===== config.mk =====
export PLATFORM = sky130hd
export DESIGN_NAME = nntt_cell
export DESIGN_NICKNAME = d
export VERILOG_FILES = /design/src/design/nntt_pkg.sv /design/src/design/nntt_cell.sv
export SDC_FILE = /design/constraint.sdc
export NUM_CORES = 1
export LEC_CHECK = 0
export ABC_AREA = 1
export BUFFER_PORTS_ARGS = -buffer_cell sky130_fd_sc_hd__buf_2
export CAP_MARGIN = 10
export CELL_PAD_IN_SITES_DETAIL_PLACEMENT = 1
export CELL_PAD_IN_SITES_GLOBAL_PLACEMENT = 1
export CORE_AREA = 2 2 44 46
export CTS_CLUSTER_DIAMETER = 200
export DETAILED_ROUTE_END_ITERATION = 6
export DIE_AREA = 0 0 46 48
export PLACE_DENSITY_LB_ADDON = 0.25
export SLEW_MARGIN = 20
export SYNTH_ARGS = -nofsm -noshare
export SYNTH_HDL_FRONTEND = slang
export SYNTH_SLANG_ARGS = --single-unit

===== constraint.sdc =====
create_clock -name clk_i -period 0.8 [get_ports clk_i]
set_input_delay 0.16 -clock clk_i [delete_from_list [all_inputs] [get_ports clk_i]]
set_output_delay 0.16 -clock clk_i [all_outputs]
set_load 0.03 [all_outputs]

===== src/design/nntt_pkg.sv =====
package nntt_pkg;

  localparam int COORD_W   = 16;
  localparam int RANGE_W   = 16;
  localparam int GATE_W    = 34;
  localparam int CNO_W     = 8;
  localparam int LIFE_W    = 8;
  localparam int CFG_W     = 34;
  localparam int CFG_IDX_W = 2;

  typedef enum logic [CFG_IDX_W-1:0] {
    CFG_GATE_SQ = 2'd0,
    CFG_LIFE    = 2'd1,
    CFG_AVG     = 2'd2,
    CFG_LIMIT   = 2'd3
  } cfg_idx_e;

  // [2] x, [1] y, [0] z
  typedef logic [2:0][COORD_W-1:0] coord3_t;

  typedef enum logic [1:0] {
    STAT_NEW,
    STAT_NEW2,
    STAT_UPD,
    STAT_COAST
  } stat_e;

  typedef enum logic [1:0] {
    CELL_HOLD,
    CELL_SHIFT,
    CELL_LOAD,
    CELL_DROP
  } cell_op_e;

  typedef enum logic [3:0] {
    PH_IDLE,
    PH_SCAN,
    PH_APPLY,
    PH_SUM,
    PH_DIV,
    PH_AGE,
    PH_COMPACT,
    PH_REPORT
  } phase_e;

  typedef struct packed {
    logic              vld;
    logic              hit;
    logic [GATE_W-1:0] od;
  } dist_res_t;

endpackage


===== src/design/nntt_cell.sv =====
module nntt_cell #(
  parameter int W = 8
) (
  input  logic               clk_i,
  input  logic               rst_ni,
  input  nntt_pkg::cell_op_e op_i,
  input  logic               nxt_vld_i,
  input  logic [W-1:0]       nxt_i,
  input  logic [W-1:0]       ext_i,
  output logic               vld_o,
  output logic [W-1:0]       data_o
);
  import nntt_pkg::*;

  logic         vld_q;
  logic [W-1:0] data_q;

  always_ff @(posedge clk_i or negedge rst_ni) begin
    if (!rst_ni) begin
      vld_q <= 1'b0;
    end else begin
      case (op_i)
        CELL_SHIFT: vld_q <= nxt_vld_i;
        CELL_LOAD:  vld_q <= 1'b1;
        CELL_DROP:  vld_q <= 1'b0;
        default:    vld_q <= vld_q;
      endcase
    end
  end

  always_ff @(posedge clk_i) begin
    case (op_i)
      CELL_SHIFT: data_q <= nxt_i;
      CELL_LOAD:  data_q <= ext_i;
      default:    data_q <= data_q;
    endcase
  end

  assign vld_o  = vld_q;
  assign data_o = data_q;

endmodule


Word level (Yosys, flattened, before mapping). Cells that the tools add are included.

Memories: 0. Output and inout bits: 9. Register bits after elaboration: 9. Input port bits: 21. Logic and storage cells: 9. Latch bits: 0. RAM bits: 0. Bits in read-only memories: 0.

Reduce and logical (&&, ||, !) cells: 2. Equality and inequality tests: 3. Divide/modulo/power cells: 0. Order comparisons: 0. Mux-type cells: 2. Add/sub/neg operators: 0. Shift operators: 0. Bitwise logic cells: 0. Multipliers: 0.

Operators with widths (number): case mux 8 bit (2 select lines) (1); == test 2 bit (second input constant) (2); case mux 1 bit (3 select lines) (1); nonzero test 3 bit (1); == test 2 x 1 -> 1 bit (second input constant) (1); nonzero test 2 bit (1).

Logic depth before layout (Yosys ltp). Gate-level depths: netlist of run 1.

Word-level depth: 2. Mapped depth: 5. Gate-level depth less buffers: 5.

Worst setup path before layout of run 1. Ideal clock, no wire load.

Path kind: input to register. Start point: in op_i[0]. End point: reg data_q[5] (netlist: data_o[5]), data pin. Path buffers: 1. Setup slack: -148 ps. Cell stages on the path: 5. Data arrival time: 687 ps. Required time: 540 ps. Library setup time: 260 ps. Path through: inv_1 > ha_1 > buf_6 > nand2_1 > o21ai_0.

Word-level cells in the longest chain between the ends: 2. Elaborated cells between the ends (all ways): 3. Those cells by class: eq/ne (2); mux (1).

Ends and longest elaborated chain: start: declaration (line nntt_cell.sv:6) `input nntt_pkg::cell_op_e op_i,`; == test 2 bit / == test 2 x 1 -> 1 bit (equally long branches) (line nntt_cell.sv:32) `case (op_i)`; case mux 8 bit (2 select lines) * (line nntt_cell.sv:32); end signal: assignment (line nntt_cell.sv:33) `CELL_SHIFT: data_q <= nxt_i;`; end signal: assignment (line nntt_cell.sv:34) `CELL_LOAD: data_q <= ext_i;`; end signal: assignment (line nntt_cell.sv:35) `default: data_q <= data_q;`; end: declaration (line nntt_cell.sv:16) `logic [W-1:0] data_q;`.

Mark *: on every way between the ends. The rest lies on a longest branch, timed or not. A chain may end at the register's enable or synchronous reset.

Worst setup path in the final report of run 1.
Start point: reg data_q[0] (netlist: data_o[0]). End point: out data_o[0].

RTL lines: end: declaration (line nntt_cell.sv:11) `output logic [W-1:0] data_o`.

No word-level cell between the ends.

==> out/metrics.csv, run 1 <==
metric;value;unit
outcome;finished, violations left;
violations;setup timing;
path_class;reg2out;
drive_gt1_share;46.84;%
layout_min_cycle_time;0.9588;ns
critPathBufInv;1;
dr.pass1.iters;2;
wl_met3;73;microns
yosysUniqueCellTypes;8;
insertion_delay;0.26;ns
finalHoldViolCount;0;
powerDensity;1905;nW/um^2
fp.coreArea;1689;sq um
fmax;1.043;GHz
switching_share;29.00;%
p_sw;0.4029;mW
drt-met1-wl;281;microns
place_ws;-0.1996;ns
pin_count;30;
worstSetupStartpointType;flip-flop;
netlist_top_cells_area;edfxtp_1 (55%), inv_1 (10%), nand2_1 (10%);
slowest_stage;edfxtp_1;
crit_family;flip-flops;
clk_path_buf_depth;2;
drc;0;
worst_slew_pin_slew;0.1574;ns
antenna_found_initial;0;
grt_max_degree;17;
leakage;0.3590;nW
root_buffer;clkbuf_4;
cp_data_arrival_time;0.80;ns
cp_max_fo;1;
syn-num-nets;68;
hpwl;742.4;microns
min_period_over_period;119.8;%
area.growth.synth_to_final;67.05;%
fin_nets;103;
p_seq_share;44.8;%
ys_seq_elements;9;
yosys_warnings;0;
fp-row-count;15;
portBuffers;29;
drt_iter0_markers;1;
cap_violations;0;
start_util;25.85;%
highest_layer;met4;
die_y;48;microns
relSlewSlack;89.51;%
hold_class;in2reg;
ant_nets;0;
p_clk_share;24.2;%
critical_path.max_stage_delay;0.39;ns
cts_buffers;3;
power;1.389;mW
syn-cell-area;436.7;sq um
syn_inst;45;
grt_pass1_vias;386;
via_per_inst;4.188;
met2_length;525;microns
postSynthAreaPerCell;9.704;sq um
gp_congestion;0.6589;
cts_sinks;9;
synth_top_area_share;55.01;%
wl_per_cell;9.365;microns
h-tree-depth;1;
clk_pin_slew;0.06;ns
skew;0;ns
synth_top_area_cell;edfxtp_1;
worst_ep_required_time;0.64;ns
setup_viol;9;
critPathCaptureType;output pin;
tritoncts;built;
rsz0062_at_grt;true;
crit_chain;buf_6;
worst_slack;-0.1588;ns
peakVddDrop;0.9066;mV
grt_use_total;9.859;%
dieArea;2208;sq um
num_antenna_cells;0;
ys_seq_area_share;60.74;%
grt-ovfl-total;0;
grt_first_pass_wirelength;1.400;mm
intPower;0.9863;mW
combPwrFrac;31.0;%
mostFrequentLayoutCells;buf_2 (20), nand2_1 (12), inv_1 (10);
final_common_cell;buf_2;
vias;402;
totalWireLength;899;microns
die_w;46;microns
slew_viol_final;0;
-- power groups by stage --
stage          combinational (mW)  sequential [mW]  clock (mW)
6_report                    0.430            0.623       0.336
2_1_floorplan              0.0882            0.755           0
5_1_grt                     0.467            0.630       0.383
3_5_place_dp                0.353            0.618           0
3_3_place_gp                0.347            0.617           0
4_1_cts                     0.438            0.625       0.357
-- per-layer routing --
metal	track usage [%]	vias up
met5	0	-
met4	6.857	0
met3	5.660	4
met2	17.50	18
met1	8.219	173
li1	-	207
-- what timing repair did --
item | 4_1_cts | 5_1_grt
gates resized for setup | 18 | 0
buffers inserted | 1 | 0
hold endpoints to repair | 1 | 0
hold buffers | 1 | 0
setup endpoints to repair | 9 | 9
pin swaps | 0 | 0
-- stage by stage --
stage	instance area (sq um)	util (%)	cells	hold WS, ns	TNS (ns)
3_3_place_gp	629.4	37.26	90	-0.06610	-2.782
5_1_grt	729.5	43.19	96	0.1683	-1.679
6_report	729.5	43.19	96	0.1819	-1.311
4_1_cts	729.5	43.19	96	0.1783	-1.456
3_5_place_dp	629.4	37.26	90	-0.06306	-2.962
2_1_floorplan	474.2	-	45	-0.1356	-0.1057
-- cell families after synthesis --
family                     after synthesis  synth area share [%]
DFF                                      9                 60.74
and+or+nand+nor                         13                 11.46
buffers and inverters                   13                 12.89
adders and majority gates                2                 5.730
AOI/OAI and AO/OA                        8                 9.169
-- state kept, by name, summed over array words and instances (netlist names) --
| name | count |
|---|---|
| data_o | 8 |
| vld_o | 1 |
-- worst reg2reg max path: stages, from the launching register on --
cell	delay, ns
dfrtp_1	0.39
buf_4	0.13
nand2_1	0.04
nand2_1	0.04
-- Yosys cell counts --
library cell / count
ha_1: 2
buf_6: 1
nand2_1: 12
inv_1: 12
dfrtp_1: 1
nand3_1: 1
edfxtp_1: 8
o21ai_0: 8
-- final timing paths --
check / cells past startpoint / to / slack [ns] / start
hold reg to reg: 3 / vld_o / 0.59 / vld_o
setup / recovery: 1 / data_o[0] / -0.16 / data_o[0]
min in group asynchronous: 2 / vld_o / 0.21 / rst_ni
setup reg to reg: 3 / vld_o / 0.08 / vld_o
hold / removal: 3 / data_o[5] / 0.18 / ext_i[5]
max in group asynchronous: 2 / vld_o / 0.51 / rst_ni
-- area by class of cell --
type                       instances  area, sq um
clock buffer                       4        26.28
fill                             216        959.7
inverter                          12        57.56
multi-input combinational         23        140.1
sequential                         9        265.3
tap                               17        21.27
timing repair buffer              31        219.0
(Power assumes the default switching activity.)
==> run 2, diff against run 1 <==
SETUP_SLACK_MARGIN = 0.2   (was default)
==> out/metrics.csv, run 2 (synthesized netlist as in run 1, its figures left out) <==
metric;value;unit
vias;428;
grt_first_pass_wirelength;1.752;mm
critical_path.max_stage_delay;0.41;ns
grt-ovfl-total;0;
via_per_inst;4.323;
clk_path_buf_depth;2;
drive_gt1_share;65.85;%
worst_ep_required_time;0.64;ns
ant_nets;0;
cts_buffers;3;
rsz0062_at_grt;true;
dieArea;2208;sq um
layout_min_cycle_time;0.9822;ns
fmax;1.018;GHz
relSlewSlack;92.48;%
leakage;0.4424;nW
tritoncts;built;
intPower;1.038;mW
slowest_stage;edfxtp_1;
fin_cells;99;
crit_chain;buf_6;
root_buffer;clkbuf_4;
p_clk_share;23.5;%
multiInputGateArea;209.0;sq um
peakVddDrop;0.6722;mV
min_period_over_period;122.8;%
drt_iter0_markers;1;
drc;0;
powerDensity;1697;nW/um^2
hpwl;777.2;microns
totalWireLength;1.215;mm
outcome;finished, violations left;
p_seq_share;41.8;%
fillers;192;
slew_viol_final;0;
p_sw;0.4586;mW
num_antenna_cells;0;
cts_sinks;9;
die_w;46;microns
antenna_found_initial;0;
hold_class;in2reg;
worstSetupStartpointType;flip-flop;
seqCellArea;266.5;sq um
finalHoldViolCount;0;
fin_setup_tns;-1.388;ns
grt_use_total;12.07;%
start_util;25.85;%
fp.coreArea;1689;sq um
clk_pin_slew;0.06;ns
crit_family;flip-flops;
portBuffers;29;
grt_pass1_vias;438;
grt_max_degree;17;
final_common_cell;buf_2;
switching_share;30.63;%
fp-row-count;15;
worst_slack;-0.1822;ns
cp_data_arrival_time;0.82;ns
skew;0;ns
insertion_delay;0.26;ns
dr.pass1.iters;2;
die_y;48;microns
mostFrequentLayoutCells;buf_2 (18), inv_1 (10), buf_6 (9);
combPwrFrac;34.7;%
setup_viol;9;
gp_congestion;0.6704;
cap_violations;0;
critPathBufInv;1;
fin_nets;106;
h-tree-depth;1;
pin_count;30;
area.growth.synth_to_final;102.0;%
largest_reg_flops;8;
cp_max_fo;1;
wl_per_cell;12.27;microns
worst_slew_pin_slew;0.1129;ns
placed_cells_incl_taps;90;
critPathCaptureType;output pin;
path_class;reg2out;
violations;setup timing;
[run 2: changes by cell type in the layout (fill, tap and decap cells not counted)]
| cell | change |
|---|---|
| inv_6 | +1 |
| inv_2 | -1 |
| buf_2 | -2 |
| nand2_4 | +6 |
| nand2_2 | +2 |
| dfrtp_2 | +1 |
| o21ai_0 | -1 |
| buf_12 | +4 |
| nand2_1 | -8 |
| o21ai_1 | -4 |
| buf_4 | +1 |
| o21ai_2 | +5 |
| dfrtp_1 | -1 |
[run 2: stage by stage]
step | instance area [sq um] | power (mW) | setup slack [ns] | util, % | hold slack (ns)
6_report | 882.1 | 1.497 | -0.1822 | 52.22 | 0.1849
5_1_grt | 882.1 | 1.588 | -0.2159 | 52.22 | 0.1801
4_1_cts | 780.7 | 1.454 | -0.2004 | 46.22 | 0.1734
3_5_place_dp | 635.6 | 0.9760 | -0.1971 | 37.63 | -0.06454
3_3_place_gp | 635.6 | 0.9682 | -0.1916 | 37.63 | -0.06599
2_1_floorplan | 480.5 | 0.8461 | -0.03084 | - | -0.1356
[run 2: tightest hold or removal path, delay by kind of cell]
| kind | cells | cell delay (ns) |
|---|---|---|
| AOI/OAI and AO/OA | 1 | 0.06 |
| and+or+nand+nor | 1 | 0.04 |
| buffers and inverters | 1 | 0.07 |
[run 2: power groups by stage]
stage | clock network, mW | registers, mW | logic [mW]
floorplan | 0 | 0.757 | 0.0896
global placement | 0 | 0.618 | 0.350
detailed placement | 0 | 0.620 | 0.356
CTS | 0.361 | 0.627 | 0.465
global route | 0.399 | 0.633 | 0.556
finish | 0.352 | 0.626 | 0.519
[run 2: layout make-up]
type | instances | area share, %
Clock buffer | 4 | 2.979
Inverter | 12 | 7.092
Multi-Input combinational cell | 23 | 23.69
Sequential cell | 9 | 30.21
Tap cell | 17 | 2.411
Timing Repair Buffer | 34 | 33.62
[run 2: per-layer routing]
layer / GRT usage (%) / vias up / routed length [microns]
met5: 0 / - / 0
li1: - / 213 / -
met3: 4.528 / 2 / 74
met2: 20.83 / 18 / 733
met1: 11.93 / 195 / 397
met4: 8.571 / 0 / 10
[run 2: what timing repair did]
item,in CTS,in global routing
hold buffers,1,0
pin swaps,9,3
endpoints found under the setup margin,26,26
setup buffers,1,3
resized for setup,33,16
hold endpoints to repair,1,0
[run 2: worst paths after layout]
kind	startpoint	end	slack, ns	depth (start not counted)
max	data_o[2]	data_o[2]	-0.18	1
max in group asynchronous	rst_ni	vld_o	0.49	2
min	ext_i[5]	data_o[5]	0.18	3
max reg2reg	vld_o	vld_o	0.16	2
min in group asynchronous	rst_ni	vld_o	0.21	2
min reg2reg	vld_o	vld_o	0.51	2
