### src/design/nntt_pkg.sv
package nntt_pkg;

  localparam int COORD_W   = 16;
  localparam int RANGE_W   = 16;
  localparam int GATE_W    = 34;
  localparam int CNO_W     = 8;
  localparam int LIFE_W    = 8;
  localparam int CFG_W     = 34;
  localparam int CFG_IDX_W = 2;

  typedef enum logic [CFG_IDX_W-1:0] {
    CFG_GATE_SQ = 2'd0,
    CFG_LIFE    = 2'd1,
    CFG_AVG     = 2'd2,
    CFG_LIMIT   = 2'd3
  } cfg_idx_e;

  // [2] x, [1] y, [0] z
  typedef logic [2:0][COORD_W-1:0] coord3_t;

  typedef enum logic [1:0] {
    STAT_NEW,
    STAT_NEW2,
    STAT_UPD,
    STAT_COAST
  } stat_e;

  typedef enum logic [1:0] {
    CELL_HOLD,
    CELL_SHIFT,
    CELL_LOAD,
    CELL_DROP
  } cell_op_e;

  typedef enum logic [3:0] {
    PH_IDLE,
    PH_SCAN,
    PH_APPLY,
    PH_SUM,
    PH_DIV,
    PH_AGE,
    PH_COMPACT,
    PH_REPORT
  } phase_e;

  typedef struct packed {
    logic              vld;
    logic              hit;
    logic [GATE_W-1:0] od;
  } dist_res_t;

endpackage

### src/design/nntt_dist.sv
module nntt_dist (
  input  logic                          clk_i,
  input  logic                          rst_ni,
  input  logic                          en_i,
  input  logic                          live_i,
  input  logic [nntt_pkg::CNO_W-1:0]    ent_cno_i,
  input  nntt_pkg::coord3_t             ent_crane_i,
  input  nntt_pkg::coord3_t             ent_obj_i,
  input  logic [nntt_pkg::CNO_W-1:0]    m_cno_i,
  input  nntt_pkg::coord3_t             m_crane_i,
  input  nntt_pkg::coord3_t             m_obj_i,
  input  logic [nntt_pkg::GATE_W-1:0]   gate_i,
  output nntt_pkg::dist_res_t           res_o
);
  import nntt_pkg::*;

  localparam int DW = COORD_W + 1;
  localparam int PW = 2 * DW;

  logic                     v1_q, ok1_q, v2_q, ok2_q;
  logic signed [DW-1:0]     dc_q [3];
  logic signed [DW-1:0]     do_q [3];
  logic        [GATE_W-1:0] sc_q [3];
  logic        [GATE_W-1:0] so_q [3];
  logic        [GATE_W-1:0] csum, osum;
  dist_res_t                res_q;

  always_ff @(posedge clk_i or negedge rst_ni) begin
    if (!rst_ni) begin
      v1_q  <= 1'b0;
      v2_q  <= 1'b0;
      res_q <= '0;
    end else begin
      v1_q      <= en_i;
      v2_q      <= v1_q;
      res_q.vld <= v2_q;
      res_q.hit <= ok2_q && (csum <= gate_i) && (osum < gate_i);
      res_q.od  <= osum;
    end
  end

  always_ff @(posedge clk_i) begin
    ok1_q <= live_i && (ent_cno_i == m_cno_i);
    ok2_q <= ok1_q;
    for (int k = 0; k < 3; k++) begin
      dc_q[k] <= DW'(signed'(ent_crane_i[k])) - DW'(signed'(m_crane_i[k]));
      do_q[k] <= DW'(signed'(ent_obj_i[k])) - DW'(signed'(m_obj_i[k]));
      sc_q[k] <= GATE_W'(unsigned'(PW'(dc_q[k]) * PW'(dc_q[k])));
      so_q[k] <= GATE_W'(unsigned'(PW'(do_q[k]) * PW'(do_q[k])));
    end
  end

  assign csum  = sc_q[0] + sc_q[1] + sc_q[2];
  assign osum  = so_q[0] + so_q[1] + so_q[2];
  assign res_o = res_q;

endmodule

### config.mk
export PLATFORM = sky130hd
export DESIGN_NAME = nntt_dist
export DESIGN_NICKNAME = d
export VERILOG_FILES = /design/src/design/nntt_pkg.sv /design/src/design/nntt_dist.sv
export SDC_FILE = /design/constraint.sdc
export NUM_CORES = 2
export LEC_CHECK = 0
export BUFFER_PORTS_ARGS = -buffer_cell sky130_fd_sc_hd__buf_2
export CELL_PAD_IN_SITES_DETAIL_PLACEMENT = 0
export CELL_PAD_IN_SITES_GLOBAL_PLACEMENT = 1
export CORE_ASPECT_RATIO = 0.75
export CORE_UTILIZATION = 48
export CTS_BUF_LIST = sky130_fd_sc_hd__clkbuf_16
export DETAILED_ROUTE_END_ITERATION = 8
export MAX_ROUTING_LAYER = met4
export PLACE_DENSITY_LB_ADDON = 0.1
export SYNTH_ARGS = -nofsm -noshare
export SYNTH_HDL_FRONTEND = slang
export SYNTH_SLANG_ARGS = --single-unit
### constraint.sdc
create_clock -name clk_i -period 8.2 [get_ports clk_i]
set_input_delay 0.41 -clock clk_i [delete_from_list [all_inputs] [get_ports clk_i]]
set_output_delay 0.41 -clock clk_i [all_outputs]
set_load 0.03 [all_outputs]
# Word-level counts from Yosys, hierarchy flattened
# Memories as Yosys holds them, arrays and structs flattened.
# Index checks and enable logic that the tools add are counted.
[word_totals]
word_cells = 33
ff_bits = 40
out_inout_bits = 36
memories = 4
mem_bits_rw = 306
[op_classes]
n_addsub = 10
n_mul = 6
eq_ne = 1
magnitude_cmp = 2
reduce_logical = 3
[memory_table]
columns = ["memory", "depth", "word_bits", "read_ports", "rd_ports_with_merged_regs", "write_ports", "line", "source"]
rows = [
  ["sc_q", 3, 34, 3, 0, 3, "nntt_dist.sv:23", "logic [GATE_W-1:0] sc_q [3];"],
  ["so_q", 3, 34, 3, 0, 3, "nntt_dist.sv:24", "logic [GATE_W-1:0] so_q [3];"],
  ["dc_q", 3, 17, 3, 0, 3, "nntt_dist.sv:21", "logic signed [DW-1:0] dc_q [3];"],
  ["do_q", 3, 17, 3, 0, 3, "nntt_dist.sv:22", "logic signed [DW-1:0] do_q [3];"],
]
[ops]
columns = ["cell", "count"]
rows = [
  ["multiplier 17 x 17 -> 34 bit", 6],
  ["adder 34 bit", 4],
  ["subtractor 16 x 16 -> 17 bit", 6],
  ["<= comparator 34 bit", 1],
  ["less-than comparator 34 bit", 1],
  ["== test 8 bit", 1],
  ["logical AND 1 bit", 3],
]

# Depth between registers and ports, before layout
[logic_depth]
depth_word = 5
mapped_depth = 26
ltp_nobuf = 24

# Worst setup path after synthesis
# OpenSTA, ideal clock, no wires.
[synth_timing]
path_kind = "reg2reg"
from = "memory dc_q[0][7] in the netlist's numbering"
to = "memory sc_q[0][31]"
path_buffers = 3
arrival_ns = 6.197
synth_period_minus_slack_ns = 6.320
slack_ns = 1.880
required_ns = 8.076
path_stages_with_launch = 26
path_cell_list = "dfxtp_1 -> clkbuf_1 -> clkbuf_1 -> nand2_1 -> fa_1 -> inv_1 -> fa_1 -> inv_1 -> fa_1 -> inv_1 -> fa_1 -> fa_1 -> inv_1 -> fa_1 -> inv_1 -> ha_1 -> clkbuf_1 -> a21oi_1 -> o21ai_0 -> a221oi_1 -> o21ai_1 -> a41oi_2 -> a31oi_1 -> a2111oi_0 -> o21bai_1 -> xor2_1"
[synth_rtl]
columns = ["element", "line"]
rows = [
  ["start, declared", "nntt_dist.sv:21"],
  ["end, declared", "nntt_dist.sv:23"],
]

==> metrics.txt <==
# TYPE chip_impl_metric gauge
chip_impl_info{name="status",value="complete, no violations"} 1
chip_impl_metric{name="floorplan.initialDensity",unit=""} 0.485
chip_impl_metric{name="routed-via-count",unit=""} 52700
chip_impl_metric{name="min_period_over_period",unit=""} 0.883
chip_impl_metric{name="worst_slew_pin_slew",unit="ns"} 1.20
chip_impl_metric{name="dp_slack",unit="ns"} 1.03
chip_impl_metric{name="port_buffers",unit=""} 281
chip_impl_metric{name="route.detailed.drc",unit=""} 0
chip_impl_metric{name="synth_cell_types",unit=""} 82
chip_impl_metric{name="placement_rows",unit=""} 126
chip_impl_metric{name="area_of_the_multi_input_gates",unit="mm²"} 0.0605
chip_impl_info{name="cts.root.buffer_cell",value="clkbuf_16"} 1
chip_impl_info{name="worst_r2r_startpoint",value="do_q[0][4]"} 1
chip_impl_metric{name="synth_area_per_cell",unit="µm²"} 9.44
chip_impl_metric{name="ant_nets",unit=""} 0
chip_impl_metric{name="path_clk_slew",unit="ns"} 0.06
chip_impl_metric{name="numCtsBuffers",unit=""} 44
chip_impl_metric{name="routed_wire_length_per_instance",unit="µm"} 18.9
chip_impl_info{name="worstPathCellList",value="nand2_1, fa_1, inv_1, fa_1, fa_1, inv_1, fa_1, inv_1, fa_1, inv_1, fa_1, inv_1, ha_1, and3_1, and3_1, a21boi_0, a22oi_1, a21oi_1, o211ai_1, nand3_1, mux2i_1, and3_1"} 1
chip_impl_metric{name="hpwl",unit="µm"} 172000
chip_impl_metric{name="finalHoldViolations",unit=""} 0
chip_impl_metric{name="crit_fanout",unit=""} 17
chip_impl_metric{name="gp_congestion",unit=""} 0.931
chip_impl_metric{name="design.final.nets",unit=""} 11000
chip_impl_info{name="rsz0062_at_grt",value="no"} 1
chip_impl_metric{name="clock_sink_count",unit=""} 340
chip_impl_metric{name="dieHeight",unit="µm"} 348
chip_impl_info{name="hold_path_end",value="dc_q[0][0]"} 1
chip_impl_metric{name="global_router_s_overall_resource_usage",unit=""} 0.266
chip_impl_metric{name="register_area",unit="mm²"} 0.00700
chip_impl_metric{name="fp.dieW",unit="µm"} 463
chip_impl_metric{name="cts_post_setup_buffers_inserted",unit=""} 0
chip_impl_metric{name="sequential_area_share_after_synthesis",unit=""} 0.0915
chip_impl_metric{name="syn_to_final_growth",unit="%"} 7.06
chip_impl_metric{name="fill_cells",unit=""} 14800
chip_impl_metric{name="final.min_clock_period",unit="ns"} 7.24
chip_impl_metric{name="fmax",unit="GHz"} 0.138
chip_impl_metric{name="layout_setup_ws",unit="ns"} 0.961
chip_impl_info{name="critical_path.slowest_cell",value="dfxtp_1"} 1
chip_impl_metric{name="vias_in_the_first_global_route",unit=""} 56900
chip_impl_metric{name="syn_area",unit="mm²"} 0.0764
chip_impl_metric{name="clock_insertion_delay_worst_skew",unit="ns"} 0.66
chip_impl_metric{name="critical_path_arrival",unit="ns"} 7.81
chip_impl_metric{name="core_area",unit="mm²"} 0.158
chip_impl_metric{name="setup_viol_count_final",unit=""} 0
chip_impl_metric{name="holdPathStages",unit=""} 3
chip_impl_metric{name="route.final.wire_length",unit="µm"} 198000
chip_impl_metric{name="share_of_async_settable_or_async_resettable_flops_after_synthesis",unit=""} 0.112
chip_impl_metric{name="ctsHoldBuffers",unit=""} 6
chip_impl_metric{name="dieArea",unit="mm²"} 0.161
chip_impl_metric{name="setup-tns-final",unit="ns"} 0
chip_impl_info{name="worstReg2RegEnd",value="so_q[0][31]"} 1
chip_impl_info{name="worstHoldPathType",value="in2reg"} 1
chip_impl_info{name="crit_path_end_kind",value="flop"} 1
chip_impl_info{name="hold_path_startpoint",value="m_crane_i[0]"} 1
chip_impl_metric{name="cts_resized",unit=""} 0
chip_impl_metric{name="global_route_wire_length_before_repair",unit="µm"} 324000
chip_impl_metric{name="slew_headroom",unit=""} 0.200
chip_impl_metric{name="synth_enable_flop_cells",unit=""} 0
chip_impl_metric{name="drtIter0Drc",unit=""} 2809
chip_impl_metric{name="cts-htree-levels",unit=""} 2
chip_impl_metric{name="max_slew_vio_count",unit=""} 0
chip_impl_metric{name="timing.reg2reg.setup_slack",unit="ns"} 0.96
chip_impl_metric{name="grt_antenna_before_repair",unit=""} 9
chip_impl_info{name="cts_tree",value="done"} 1
chip_impl_metric{name="drive_gt1_frac",unit=""} 0.0568
chip_impl_metric{name="drt-pass1-iter-count",unit=""} 7
chip_impl_metric{name="synthesis.yosys.warnings",unit=""} 0
chip_impl_metric{name="flop_and_latch_count_out_of_synthesis",unit=""} 340
chip_impl_info{name="timing.critical_path.mode_cell",value="fa_1"} 1
chip_impl_metric{name="vias_per_cell",unit=""} 5.03
chip_impl_metric{name="max_cap_viol_count",unit=""} 0
chip_impl_metric{name="r2r_cells",unit=""} 22
chip_impl_metric{name="cpPeakStageDelay",unit="ns"} 1.08
chip_impl_info{name="dominantRegCellSynth",value="dfxtp_1"} 1
chip_impl_metric{name="grt_max_degree",unit=""} 39
chip_impl_metric{name="required_time_of_the_worst_setup_path",unit="ns"} 8.77
chip_impl_info{name="cp-start-kind",value="flop"} 1
chip_impl_metric{name="grt.overflow.total",unit=""} 0
chip_impl_metric{name="synth_cells",unit=""} 8093
chip_impl_metric{name="worst_clock_skew",unit="ns"} 0.0231
chip_impl_metric{name="io-pin-count",unit=""} 282
chip_impl_info{name="path_class",value="reg2reg"} 1
chip_impl_metric{name="cts_max_path_buffers",unit=""} 3
==> flip-flops by register name (all words and copies together), names as in the netlist <==
| name | cells |
|---|---|
| so_q | 99 |
| v2_q | 1 |
| res_o | 36 |
| v1_q | 1 |
| dc_q | 51 |
| do_q | 51 |
| ok2_q | 1 |
| ok1_q | 1 |
| sc_q | 99 |
==> Yosys cell counts (10+ instances only) <==
| master | number | area share |
|---|---|---|
| or3_1 | 16 | 0.0013 |
| ha_1 | 776 | 0.13 |
| nand2_1 | 577 | 0.028 |
| a211oi_1 | 22 | 0.0022 |
| a21boi_0 | 25 | 0.0025 |
| nand4_1 | 25 | 0.0020 |
| nand2b_1 | 53 | 0.0043 |
| nor2_1 | 290 | 0.014 |
| inv_1 | 2239 | 0.11 |
| xor2_1 | 81 | 0.0093 |
| a31oi_1 | 22 | 0.0018 |
| o21ai_1 | 22 | 0.0014 |
| o21ai_0 | 123 | 0.0081 |
| a21oi_1 | 260 | 0.017 |
| nor3_1 | 54 | 0.0035 |
| o2111ai_1 | 10 | 0.0011 |
| o21a_1 | 52 | 0.0051 |
| mux2i_1 | 12 | 0.0016 |
| o21bai_1 | 44 | 0.0043 |
| o31ai_1 | 14 | 0.0014 |
| and2_1 | 325 | 0.027 |
| fa_1 | 1665 | 0.44 |
| or2_2 | 29 | 0.0024 |
| nor4_1 | 12 | 0.00098 |
| a31o_2 | 25 | 0.0029 |
| nand3_1 | 67 | 0.0044 |
| and3_1 | 36 | 0.0029 |
| o211ai_1 | 22 | 0.0022 |
| a21o_1 | 133 | 0.013 |
| nor2b_1 | 99 | 0.0081 |
| a41o_1 | 12 | 0.0016 |
| dfxtp_1 | 302 | 0.079 |
| dfrtp_1 | 38 | 0.012 |
| a211o_1 | 10 | 0.0011 |
| xnor2_1 | 318 | 0.036 |
| clkbuf_1 | 151 | 0.0074 |
==> layer usage <==
metal,global-route usage,part of all wire
met5,-,0
met4,0.0461,0.018
met3,0.0266,0.042
met2,0.401,0.44
met1,0.393,0.50
==> stage by stage <==
step / hold slack [ns] / utilization / cells / instance area, µm²
5_1_grt: 0.0481 / 0.519 / 10500 / 81800
2_1_floorplan: 0.114 / - / 8096 / 76400
4_1_cts: 0.0103 / 0.519 / 10500 / 81800
6_report: 0.0422 / 0.519 / 10500 / 81800
3_3_place_gp: 0.313 / 0.509 / 10400 / 80300
3_5_place_dp: 0.321 / 0.509 / 10400 / 80300
==> worst max-delay path: cells and delay by family (launching register included) <==
kind            cells  cell delay, ns
simple gates        5            0.98
compound gates      4            1.19
fa+ha+maj           7            3.45
mux                 1            0.18
buf+inv             5            0.28
flops               1            1.08
==> worst max-delay path by stage <==
stage	startpoint	endpoint	slack [ns]	depth (start not counted)
global placement	do_q[0][4]	so_q[0][31]	1.03	22
detailed placement	do_q[0][4]	so_q[0][31]	1.03	22
floorplan	dc_q[0][7]	sc_q[0][31]	1.88	25
finish	do_q[0][4]	so_q[0][31]	0.96	22
global route	dc_q[0][20]	sc_q[0][67]	0.68	21
CTS	do_q[0][4]	so_q[0][31]	0.98	22
==> layout by cell type (no fill, tap or decap), types with 22 or more instances in the layout <==
cell,count
a211oi_1,22
a21boi_0,25
a21o_1,133
a21oi_1,260
a31o_2,25
a31oi_1,22
and2_1,325
and3_1,36
buf_2,281
buf_4,47
clkbuf_16,45
dfrtp_1,38
dfxtp_1,302
fa_1,1665
ha_1,776
inv_1,2241
nand2_1,577
nand2b_1,53
nand3_1,67
nand4_1,25
nor2_1,290
nor2b_1,99
nor3_1,54
o211ai_1,22
o21a_1,52
o21ai_0,123
o21ai_1,22
o21bai_1,44
or2_2,29
xnor2_1,318
xor2_1,81
==> area by class of cell <==
cell class | count | share of cell area
inverters | 2243 | 0.103
multi-input cells | 5360 | 0.739
clock inverters | 37 | 0.00453
well taps | 2112 | 0.0323
clock buffers | 45 | 0.0138
diodes | 1 | 0.0000306
repair buffers | 334 | 0.0222
flip-flops and latches | 340 | 0.0855
==> logic make-up (layout without fill, tap and decap cells) <==
family                   after synthesis  count (layout)  share of synthesized area
flip-flops                           340             340                     0.0915
buffers and inverters               2396            2659                      0.118
other                                  2               6                  0.0000983
adder cells (fa/ha/maj)             2441            2441                      0.563
AO/OA/AOI/OAI                        893             893                     0.0782
multiplexers                          12              12                    0.00157
XOR/XNOR                             399             399                     0.0457
AND/OR/NAND/NOR                     1610            1610                      0.102
Power is left out: the tool's default activity adds up to more than one toggle a clock period on the data nets, which glitch-free logic cannot reach.
