==> src/design/nntt_pkg.sv <==
package nntt_pkg;

  localparam int COORD_W   = 16;
  localparam int RANGE_W   = 16;
  localparam int GATE_W    = 34;
  localparam int CNO_W     = 8;
  localparam int LIFE_W    = 8;
  localparam int CFG_W     = 34;
  localparam int CFG_IDX_W = 2;

  typedef enum logic [CFG_IDX_W-1:0] {
    CFG_GATE_SQ = 2'd0,
    CFG_LIFE    = 2'd1,
    CFG_AVG     = 2'd2,
    CFG_LIMIT   = 2'd3
  } cfg_idx_e;

  // [2] x, [1] y, [0] z
  typedef logic [2:0][COORD_W-1:0] coord3_t;

  typedef enum logic [1:0] {
    STAT_NEW,
    STAT_NEW2,
    STAT_UPD,
    STAT_COAST
  } stat_e;

  typedef enum logic [1:0] {
    CELL_HOLD,
    CELL_SHIFT,
    CELL_LOAD,
    CELL_DROP
  } cell_op_e;

  typedef enum logic [3:0] {
    PH_IDLE,
    PH_SCAN,
    PH_APPLY,
    PH_SUM,
    PH_DIV,
    PH_AGE,
    PH_COMPACT,
    PH_REPORT
  } phase_e;

  typedef struct packed {
    logic              vld;
    logic              hit;
    logic [GATE_W-1:0] od;
  } dist_res_t;

endpackage

==> src/design/nntt_div.sv <==
module nntt_div #(
  parameter int NUM_W = 20,
  parameter int DEN_W = 4
) (
  input  logic             clk_i,
  input  logic             rst_ni,
  input  logic             start_i,
  input  logic [NUM_W-1:0] num_i,
  input  logic [DEN_W-1:0] den_i,
  output logic             done_o,
  output logic [NUM_W-1:0] quo_o
);
  import nntt_pkg::*;

  localparam int CNT_W = $clog2(NUM_W + 1);

  logic             busy_q, done_q;
  logic [CNT_W-1:0] cnt_q;
  logic [DEN_W-1:0] rem_q, den_q;
  logic [NUM_W-1:0] quo_q;
  logic [DEN_W:0]   trial;
  logic             take;

  // restoring division, one quotient bit per cycle
  assign trial = {rem_q, quo_q[NUM_W-1]};
  assign take  = trial >= {1'b0, den_q};

  always_ff @(posedge clk_i or negedge rst_ni) begin
    if (!rst_ni) begin
      busy_q <= 1'b0;
      done_q <= 1'b0;
      cnt_q  <= '0;
    end else begin
      done_q <= 1'b0;
      if (start_i) begin
        busy_q <= 1'b1;
        cnt_q  <= CNT_W'(NUM_W);
      end else if (busy_q) begin
        cnt_q <= cnt_q - CNT_W'(1);
        if (cnt_q == CNT_W'(1)) begin
          busy_q <= 1'b0;
          done_q <= 1'b1;
        end
      end
    end
  end

  always_ff @(posedge clk_i) begin
    if (start_i) begin
      quo_q <= num_i;
      rem_q <= '0;
      den_q <= den_i;
    end else if (busy_q) begin
      rem_q <= take ? DEN_W'(trial - {1'b0, den_q}) : DEN_W'(trial);
      quo_q <= {quo_q[NUM_W-2:0], take};
    end
  end

  assign done_o = done_q;
  assign quo_o  = quo_q;

endmodule

==> config.mk <==
export PLATFORM = sky130hd
export DESIGN_NAME = nntt_div
export DESIGN_NICKNAME = d
export VERILOG_FILES = /design/src/design/nntt_pkg.sv /design/src/design/nntt_div.sv
export SDC_FILE = /design/constraint.sdc
export NUM_CORES = 1
export LEC_CHECK = 0
export ABC_CLOCK_PERIOD_IN_PS = 2000
export BUFFER_PORTS_ARGS = -buffer_cell sky130_fd_sc_hd__clkbuf_2
export CAP_MARGIN = 20
export CORE_ASPECT_RATIO = 1.4
export CORE_MARGIN = 2
export CORE_UTILIZATION = 32
export DETAILED_ROUTE_END_ITERATION = 10
export SETUP_SLACK_MARGIN = 0.2
export SLEW_MARGIN = 20
export SYNTH_ARGS = -nofsm -noshare
export SYNTH_HDL_FRONTEND = slang
export SYNTH_SLANG_ARGS = --single-unit
==> constraint.sdc <==
create_clock -name clk_i -period 2 [get_ports clk_i]
set_input_delay 0.4 -clock clk_i [delete_from_list [all_inputs] [get_ports clk_i]]
set_output_delay 0.4 -clock clk_i [all_outputs]
set_load 0.01 [all_outputs]
**Word level (Yosys, flattened, before mapping)**

Cells that the tools add are included.

- Bits in registers: 35
- Bits of input ports: 27
- Output and inout port bits: 21
- Word-level logic and storage cells: 22

- Add/sub/neg operators: 2
- $lt $le $gt $ge: 1
- Eq/ne operators: 1
- Mux-type cells: 11
- Reductions and logical operators: 1

Operators with widths:

| cell | number |
|---|---|
| 2-to-1 mux 20 bit | 2 |
| 2-to-1 mux 5 bit | 2 |
| 2-to-1 mux 1 bit | 6 |
| == test 5 x 1 -> 1 bit, second input constant | 1 |
| greater-or-equal comparator 5 x 4 -> 1 bit | 1 |
| subtractor 5 x 1 -> 5 bit, second input constant | 1 |
| 2-to-1 mux 4 bit | 1 |
| subtractor 4 bit | 1 |
| nonzero test 2 bit | 1 |

**Logic depth before layout (Yosys ltp)**

Gate-level depths: netlist of the first run.

- Word-level depth: 4
- Depth in mapped cells: 6
- Depth with buffers taken out: 6

**Least setup slack after synthesis of the first run**

No wires, ideal clock.

- Path kind: register to register
- Start point: reg den_q[1]
- End point: reg quo_q[0] (netlist: quo_o[0]) (data pin)
- Library setup time: 0.260 ns
- Data arrival time: 1.552 ns
- Required time: 1.740 ns
- Setup slack: 0.188 ns
- Cell stages (with the launch flop): 7
- Path buffers: 0
- Period minus slack after synthesis: 1.812 ns
- Cell sequence: edfxtp_1 > inv_1 > ha_1 > nor2b_1 > o221a_4 > or2_4 > mux2_2

- Word-level cells in the longest chain between the ends: 3

RTL lines:

| item | RTL line | text |
|---|---|---|
| from (decl) | nntt_div.sv:19 | `logic [DEN_W-1:0] rem_q, den_q;` |
| from (signal assigned) | nntt_div.sv:52 | `den_q <= den_i;` |
| greater-or-equal comparator 5 x 4 -> 1 bit | nntt_div.sv:26 | `assign take = trial >= {1'b0, den_q};` |
| 2-to-1 mux 20 bit | nntt_div.sv:53 | `end else if (busy_q) begin` |
| 2-to-1 mux 20 bit | nntt_div.sv:49 | `if (start_i) begin` |
| to (signal assigned) | nntt_div.sv:50 | `quo_q <= num_i;` |
| to (signal assigned) | nntt_div.sv:55 | `quo_q <= {quo_q[NUM_W-2:0], take};` |
| to (decl) | nntt_div.sv:20 | `logic [NUM_W-1:0] quo_q;` |

Every way passes these cells. The select of a mux whose other input is x is not followed.
A chain may end at the register's enable or synchronous reset.

**Worst setup path in the final report of the first run**

Same ends and word-level chain as after synthesis.

==> results of run 1 <==
## power groups by stage
stage | sequential, mW | clock [mW] | combinational [mW]
after floorplan | 1.01 | 0 | 0.352
after global placement | 0.993 | 0 | 0.519
after detailed placement | 0.997 | 0 | 0.540
after CTS | 0.989 | 0.506 | 0.609
after global routing | 1.01 | 0.530 | 0.755
final | 0.990 | 0.488 | 0.687
## synth_stat cells
library cell  number
a311oi_1           2
o221a_4            1
xor2_1             2
nand2_1            3
xnor2_1            3
fa_1               1
o21ai_0            2
or2_4              1
o21bai_1           2
buf_1              2
nor2_1             5
o22ai_1            2
a21o_1             1
a21o_2             1
ha_1               6
nor2b_1            3
dfxtp_1            4
nand4_1            1
inv_1              8
mux2_2            20
nand2b_1           2
or2_2              1
edfxtp_1          24
or2_1              1
a211oi_1           1
or4b_1             1
nor3b_1            1
nor3_1             1
or3b_2             1
o311ai_1           1
clkbuf_1           2
dfrtp_1            7
nor4b_1            3
## worst paths after layout
| kind | start | endpoint | slack, ns | cells past startpoint |
|---|---|---|---|---|
| setup / recovery | den_q[1] | quo_o[0] | 0.18 | 6 |
| hold / removal | den_i[1] | den_q[1] | 0.29 | 1 |
| setup reg to reg | den_q[1] | quo_o[0] | 0.18 | 6 |
| hold reg to reg | rem_q[3] | rem_q[3] | 0.48 | 2 |
| max in group asynchronous | rst_ni | done_o | 1.34 | 2 |
| min in group asynchronous | rst_ni | cnt_q[0] | 0.48 | 2 |
## final cells by class
| class | instances | area, sq um | area share |
|---|---|---|---|
| clock buffer | 7 | 76.3 | 0.0352 |
| clock inverter | 1 | 5.00 | 0.00231 |
| inverter | 8 | 30.0 | 0.0138 |
| multi-input combinational | 69 | 683 | 0.315 |
| sequential | 35 | 976 | 0.450 |
| tap | 64 | 80.1 | 0.0369 |
| timing repair buffer | 56 | 318 | 0.147 |
## kinds of logic after synthesis
group,count (synthesis),share of synthesized area
xor+xnor,5,0.0267
buf+inv,12,0.0275
simple gates,24,0.0893
mux,20,0.137
fa+ha+maj,7,0.0580
compound gates,13,0.0657
flops,35,0.595
## repair_timing
action                     4_1_cts  5_1_grt
setup endpoints to repair        1        4
buffers inserted                 4        2
pin swaps                        3        3
hold buffers                     1        0
hold endpoints to repair         7        0
gates resized for setup          3        8
## state kept, by name, summed over array words and instances, names as in the netlist
signal  flops
quo_o      20
done_o      1
cnt_q       5
rem_q       4
busy_q      1
den_q       4
## routing by layer
metal  GRT usage  routed length (microns)  vias to the layer above
met5           0                        0                        -
met4      0.0619                       59                        0
met3      0.0331                      163                        6
met2       0.205                     1640                       38
met1       0.139                     1380                      534
li1            -                        -                      544
## worst max-delay path, stage by stage, from the launching register on
cell,delay [ns]
edfxtp_1,0.41
inv_2,0.09
ha_4,0.19
nor2b_4,0.13
o221a_4,0.25
or2_4,0.24
mux2_2,0.26
==> load_flow_metrics.sql, run 1 <==
INSERT INTO impl_metrics (metric_group, metric, value, unit) VALUES
('global_route', 'pin_count_of_the_biggest_net_entering_global_routing', '37', ''),
('flow_run', 'max_cap_violations', '0', ''),
('pwr', 'power.density', '998', 'nW/um^2'),
('timing', 'final.setup.tns', '0', 'ns'),
('clock_tree', 'tritoncts', 'done', ''),
('synthesis', 'count_of_cell_types_in_the_netlist', '33', ''),
('worst_setup_path', 'timing.critical_path.fanout_max', '3', ''),
('global_route', 'grt_pass1_vias', '1168', ''),
('synthesis', 'total_nets_after_synthesis', '150', ''),
('pwr', 'power.switching_fraction', '0.297', ''),
('worst_setup_path', 'setup.worst_path.start_class', 'flip-flop', ''),
('cells_and_area', 'layout.cells.most_common', 'clkbuf_2', ''),
('clock_tree', 'worst_skew_pair.late_latency', '0.28', 'ns'),
('placed_design', 'placed_cells', '225', ''),
('placed_design', 'place.gp.congestion', '0.818', ''),
('pwr', 'power_leakage', '0.929', 'nW'),
('cells_and_area', 'layout_cells_sized_above_1', '0.540', ''),
('drt', 'antenna_nets_post_route', '0', ''),
('drt', 'wl_per_instance', '13.5', 'microns'),
('clock_tree', 'clk_pin_slew_worst_paths', '0.07', 'ns'),
('floorplan', 'core_region_area', '4880', 'sq um'),
('floorplan', 'initial_core_utilization', '0.336', ''),
('drt', 'remaining_drc_errors', '0', ''),
('timing', 'layout_min_cycle_time', '1.82', 'ns'),
('timing', 'worst_slew_pin_slew', '0.514', 'ns'),
('floorplan', 'die_width', '64.5', 'microns'),
('cells_and_area', 'layout-area-overhead-vs-synth', '32.3', '%'),
('clock_tree', 'cts_root_buffer', 'clkbuf_8', ''),
('timing', 'final_max_slew_viol_count', '0', ''),
('worst_setup_path', 'criticalPathCategory', 'reg -> reg', ''),
('cells_and_area', 'layout.nets', '209', ''),
('pwr', 'power.sequential.fraction', '0.457', ''),
('global_route', 'gr-total-overflow', '0', ''),
('outcome', 'result_of_the_run', 'finished clean', ''),
('cells_and_area', 'final_cell_area', '2170', 'sq um'),
('synthesis', 'synth_seq_cells', '35', ''),
('cells_and_area', 'filler_cell_count', '467', ''),
('worst_setup_path', 'critPathCaptureType', 'flip-flop', ''),
('pwr', 'max-vdd-ir-drop', '555', 'uV'),
('drt', 'firstDrtPassIters', '4', ''),
('worst_setup_path', 'critical_path_required', '2.03', 'ns'),
('synthesis', 'synth_top_cells_by_area', 'edfxtp_1, mux2_2, dfrtp_1', ''),
('synthesis', 'post_synth_instance_area', '1640', 'sq um'),
('drt', 'num_vias', '1122', ''),
('hold_path', 'worstHoldPathType', 'in -> reg', ''),
('placed_design', 'port-buffer-count', '47', ''),
('floorplan', 'die_area', '5720', 'sq um'),
('timing', 'setup_repair_after_global_routing_missed_its_margin', 'yes', ''),
('pwr', 'p_comb_frac', '0.318', ''),
('synthesis', 'postSynthAreaPerCell', '14.1', 'sq um'),
('cells_and_area', 'post-route-util', '0.444', ''),
('floorplan', 'die_height', '88.7', 'microns'),
('timing', 'fin_worst_hold_slack', '0.293', 'ns'),
('placed_design', 'placed_area', '1970', 'sq um'),
('placed_design', 'hpwlAfterDp', '2.18', 'mm'),
('drt', 'first_iter_violations', '24', ''),
('clock_tree', 'cts_num_sinks', '35', ''),
('pwr', 'p_sw', '643', 'uW'),
('timing', 'timing.final.crit_share', '0.908', ''),
('worst_setup_path', 'cp_data_arrival_time', '1.85', 'ns'),
('cells_and_area', 'antennaDiodeCount', '0', ''),
('global_route', 'number_of_antenna_violations_at_the_first_check_in_global_routing', '0', ''),
('placed_design', 'place_ws', '0.117', 'ns'),
('pwr', 'total_power', '2.16', 'mW'),
('timing', 'final-hold-violation-count', '0', ''),
('clock_tree', 'cts_buffers', '5', ''),
('synthesis', 'yosys_warnings', '0', ''),
('synthesis', 'synth.largest_area_cell', 'edfxtp_1', ''),
('synthesis', 'synth_top_area_frac', '0.440', ''),
('timing', 'report.final.setup_viol', '0', ''),
('pwr', 'p_int', '1.52', 'mW');
Note: power is estimated with default switching activity, not from simulation.
==> run 2: changes to the inputs <==
==> constraint.sdc (replaced) <==
create_clock -name clk_i -period 2 [get_ports clk_i]
set_input_delay 0.1 -clock clk_i [delete_from_list [all_inputs] [get_ports clk_i]]
set_output_delay 0.1 -clock clk_i [all_outputs]
set_load 0.01 [all_outputs]
==> load_flow_metrics.sql, run 2 (synthesized netlist as in run 1, its figures left out) <==
INSERT INTO impl_metrics (metric_group, metric, value, unit) VALUES
('clock_tree', 'tritoncts', 'done', ''),
('timing', 'setup_repair_after_global_routing_missed_its_margin', 'yes', ''),
('worst_setup_path', 'crit_family', 'simple AND/OR/NAND/NOR gates', ''),
('worst_setup_path', 'cp_data_arrival_time', '1.83', 'ns'),
('clock_tree', 'maximum_number_of_buffers_from_clock_root_to_sink', '2', ''),
('floorplan', 'core_region_area', '4880', 'sq um'),
('outcome', 'result_of_the_run', 'finished clean', ''),
('worst_setup_path', 'timing.reg2reg.worst_path_depth', '5', ''),
('floorplan', 'ios', '48', ''),
('worst_setup_path', 'cp_slowest_cell', 'dfxtp_1', ''),
('clock_tree', 'clk_pin_slew_worst_paths', '0.07', 'ns'),
('worst_setup_path', 'critical-path-top-cell-by-count', 'or2_4', ''),
('timing', 'final_max_slew_viol_count', '0', ''),
('worst_setup_path', 'timing.critical_path.fanout_max', '4', ''),
('pwr', 'power.density', '962', 'nW/um^2'),
('floorplan', 'die_area', '5720', 'sq um'),
('hold_path', 'worstHoldPathType', 'in -> reg', ''),
('clock_tree', 'cts_root_buffer', 'clkbuf_8', ''),
('drt', 'antenna_nets_post_route', '0', ''),
('timing', 'worst_slew_pin_slew', '0.492', 'ns'),
('cells_and_area', 'multiInputGateArea', '646', 'sq um'),
('worst_setup_path', 'chain_of_cells_forming_the_critical_path', 'ha_4, or2_4, o221a_4, or2_4, mux2_2', ''),
('worst_setup_path', 'critPathCaptureType', 'flip-flop', ''),
('cells_and_area', 'layout.cells.most_common', 'clkbuf_2', ''),
('timing', 'skew', '0.00535', 'ns'),
('cells_and_area', 'regArea', '976', 'sq um'),
('drt', 'num_vias', '1138', ''),
('worst_setup_path', 'critical_path.n_buffers_inverters', '0', ''),
('clock_tree', 'htree_num_levels', '2', ''),
('timing', 'report.final.setup_viol', '0', ''),
('worst_setup_path', 'setup.worst_path.start_class', 'flip-flop', ''),
('floorplan', 'die_width', '64.5', 'microns'),
('hold_path', 'min_delay_endpoint', 'quo_o[15]', ''),
('drt', 'first_iter_violations', '14', ''),
('placed_design', 'hpwlAfterDp', '2.28', 'mm'),
('worst_setup_path', 'reg2reg_slack', '0.21', 'ns'),
('pwr', 'max-vdd-ir-drop', '496', 'uV'),
('worst_setup_path', 'critical_path_required', '2.03', 'ns'),
('placed_design', 'port-buffer-count', '47', ''),
('global_route', 'grt_pass1_wl', '5.08', 'mm'),
('global_route', 'pin_count_of_the_biggest_net_entering_global_routing', '22', ''),
('clock_tree', 'cts_buffers', '5', ''),
('timing', 'relSlewSlack', '0.672', ''),
('global_route', 'global_route.usage.total', '0.119', ''),
('clock_tree', 'worst_skew_pair.late_latency', '0.28', 'ns'),
('worst_setup_path', 'criticalPathCategory', 'reg -> reg', ''),
('cells_and_area', 'layout.cells.most_common_list', 'clkbuf_2, edfxtp_1, mux2_2', ''),
('cells_and_area', 'layout.nets', '210', ''),
('timing', 'timing.final.crit_share', '0.896', ''),
('cells_and_area', 'layout-area-overhead-vs-synth', '31.1', '%'),
('worst_setup_path', 'terminus_of_the_critical_flop_to_flop_path', 'quo_o[0]', ''),
('pwr', 'total_power', '2.07', 'mW'),
('flow_run', 'max_cap_violations', '0', ''),
('hold_path', 'min_delay_path_depth', '2', ''),
('cells_and_area', 'antennaDiodeCount', '0', ''),
('drt', 'routed_via_count_divided_by_cell_count', '4.72', ''),
('floorplan', 'placementRows', '30', ''),
('timing', 'max_freq', '558', 'MHz'),
('hold_path', 'worst_hold_startpoint', 'num_i[15]', ''),
('timing', 'layout_min_cycle_time', '1.79', 'ns'),
('global_route', 'grt_pass1_vias', '1133', ''),
('global_route', 'gr-total-overflow', '0', ''),
('worst_setup_path', 'critical_path.max_stage_delay', '0.37', 'ns'),
('cells_and_area', 'largest_register_ff_count', '20', ''),
('worst_setup_path', 'r2r-start', 'rem_q[1]', ''),
('drt', 'wl_per_instance', '13.0', 'microns'),
('global_route', 'number_of_antenna_violations_at_the_first_check_in_global_routing', '0', ''),
('clock_tree', 'cts_num_sinks', '35', ''),
('pwr', 'power_leakage', '0.921', 'nW'),
('floorplan', 'initial_core_utilization', '0.336', ''),
('floorplan', 'die_height', '88.7', 'microns'),
('timing', 'final-hold-violation-count', '0', ''),
('cells_and_area', 'layout_cells_sized_above_1', '0.503', ''),
('drt', 'drt-total-wl', '3.12', 'mm'),
('cells_and_area', 'filler_cell_count', '487', ''),
('placed_design', 'place.gp.congestion', '0.846', ''),
('drt', 'firstDrtPassIters', '4', ''),
('drt', 'remaining_drc_errors', '0', ''),
('timing', 'final.setup.tns', '0', 'ns');
run 2: changes by cell type in the layout (fill, tap and decap cells not counted), sizes merged:
cell / delta
dlygate4sd3: +4
buf: -3
run 2: worst max path at each step:
stage / endpoint / depth (start not counted) / from
floorplan: quo_o[0] / 6 / den_q[1]
detailed placement: quo_o[0] / 6 / den_q[1]
global route: quo_o[0] / 6 / quo_o[19]
CTS: quo_o[0] / 6 / den_q[2]
finish: quo_o[0] / 5 / rem_q[1]
global placement: quo_o[0] / 6 / den_q[1]
run 2: worst register-to-register path, stage by stage (launching register included):
cell     delay, ns
dfxtp_1       0.37
ha_4          0.18
or2_4         0.25
o221a_4       0.25
or2_4         0.24
mux2_2        0.26
run 2: stage by stage:
step	instances	worst slack [ns]	hold slack (ns)	cell area, sq um	util
CTS	241	0.188	0.103	2130	0.437
finish	241	0.209	0.115	2150	0.440
detailed placement	225	0.119	-0.0496	1970	0.405
floorplan	116	0.204	-0.196	1650	-
global route	241	0.150	0.103	2150	0.440
global placement	225	0.173	-0.0576	1970	0.405
run 2: what timing repair did:
item | 4_1_cts | 5_1_grt
endpoints found under the hold margin | 11 | 0
cloned | 0 | 0
pin swaps | 2 | 0
buffers inserted | 3 | 0
setup endpoints to repair | 1 | 2
hold buffers | 5 | 0
resized for setup | 1 | 5
run 2: cell type report:
type,instances,area share
Clock buffer,7,0.0355
Multi-Input combinational cell,69,0.301
Timing Repair Buffer,57,0.156
Tap cell,64,0.0373
Sequential cell,35,0.454
Inverter,8,0.0140
Clock inverter,1,0.00233
run 2: power breakdown:
group / internal (mW) / total (mW) / switching, mW / leakage (nW)
Sequential: 0.906 / 0.991 / 0.0841 / 0.366
Combinational: 0.319 / 0.589 / 0.270 / 0.514
Clock: 0.244 / 0.487 / 0.243 / 0.0422
run 2: layer usage:
layer,share of wire,GRT usage
met5,0,0
met4,0.033,0.0793
met3,0.066,0.0445
met2,0.51,0.189
met1,0.40,0.132
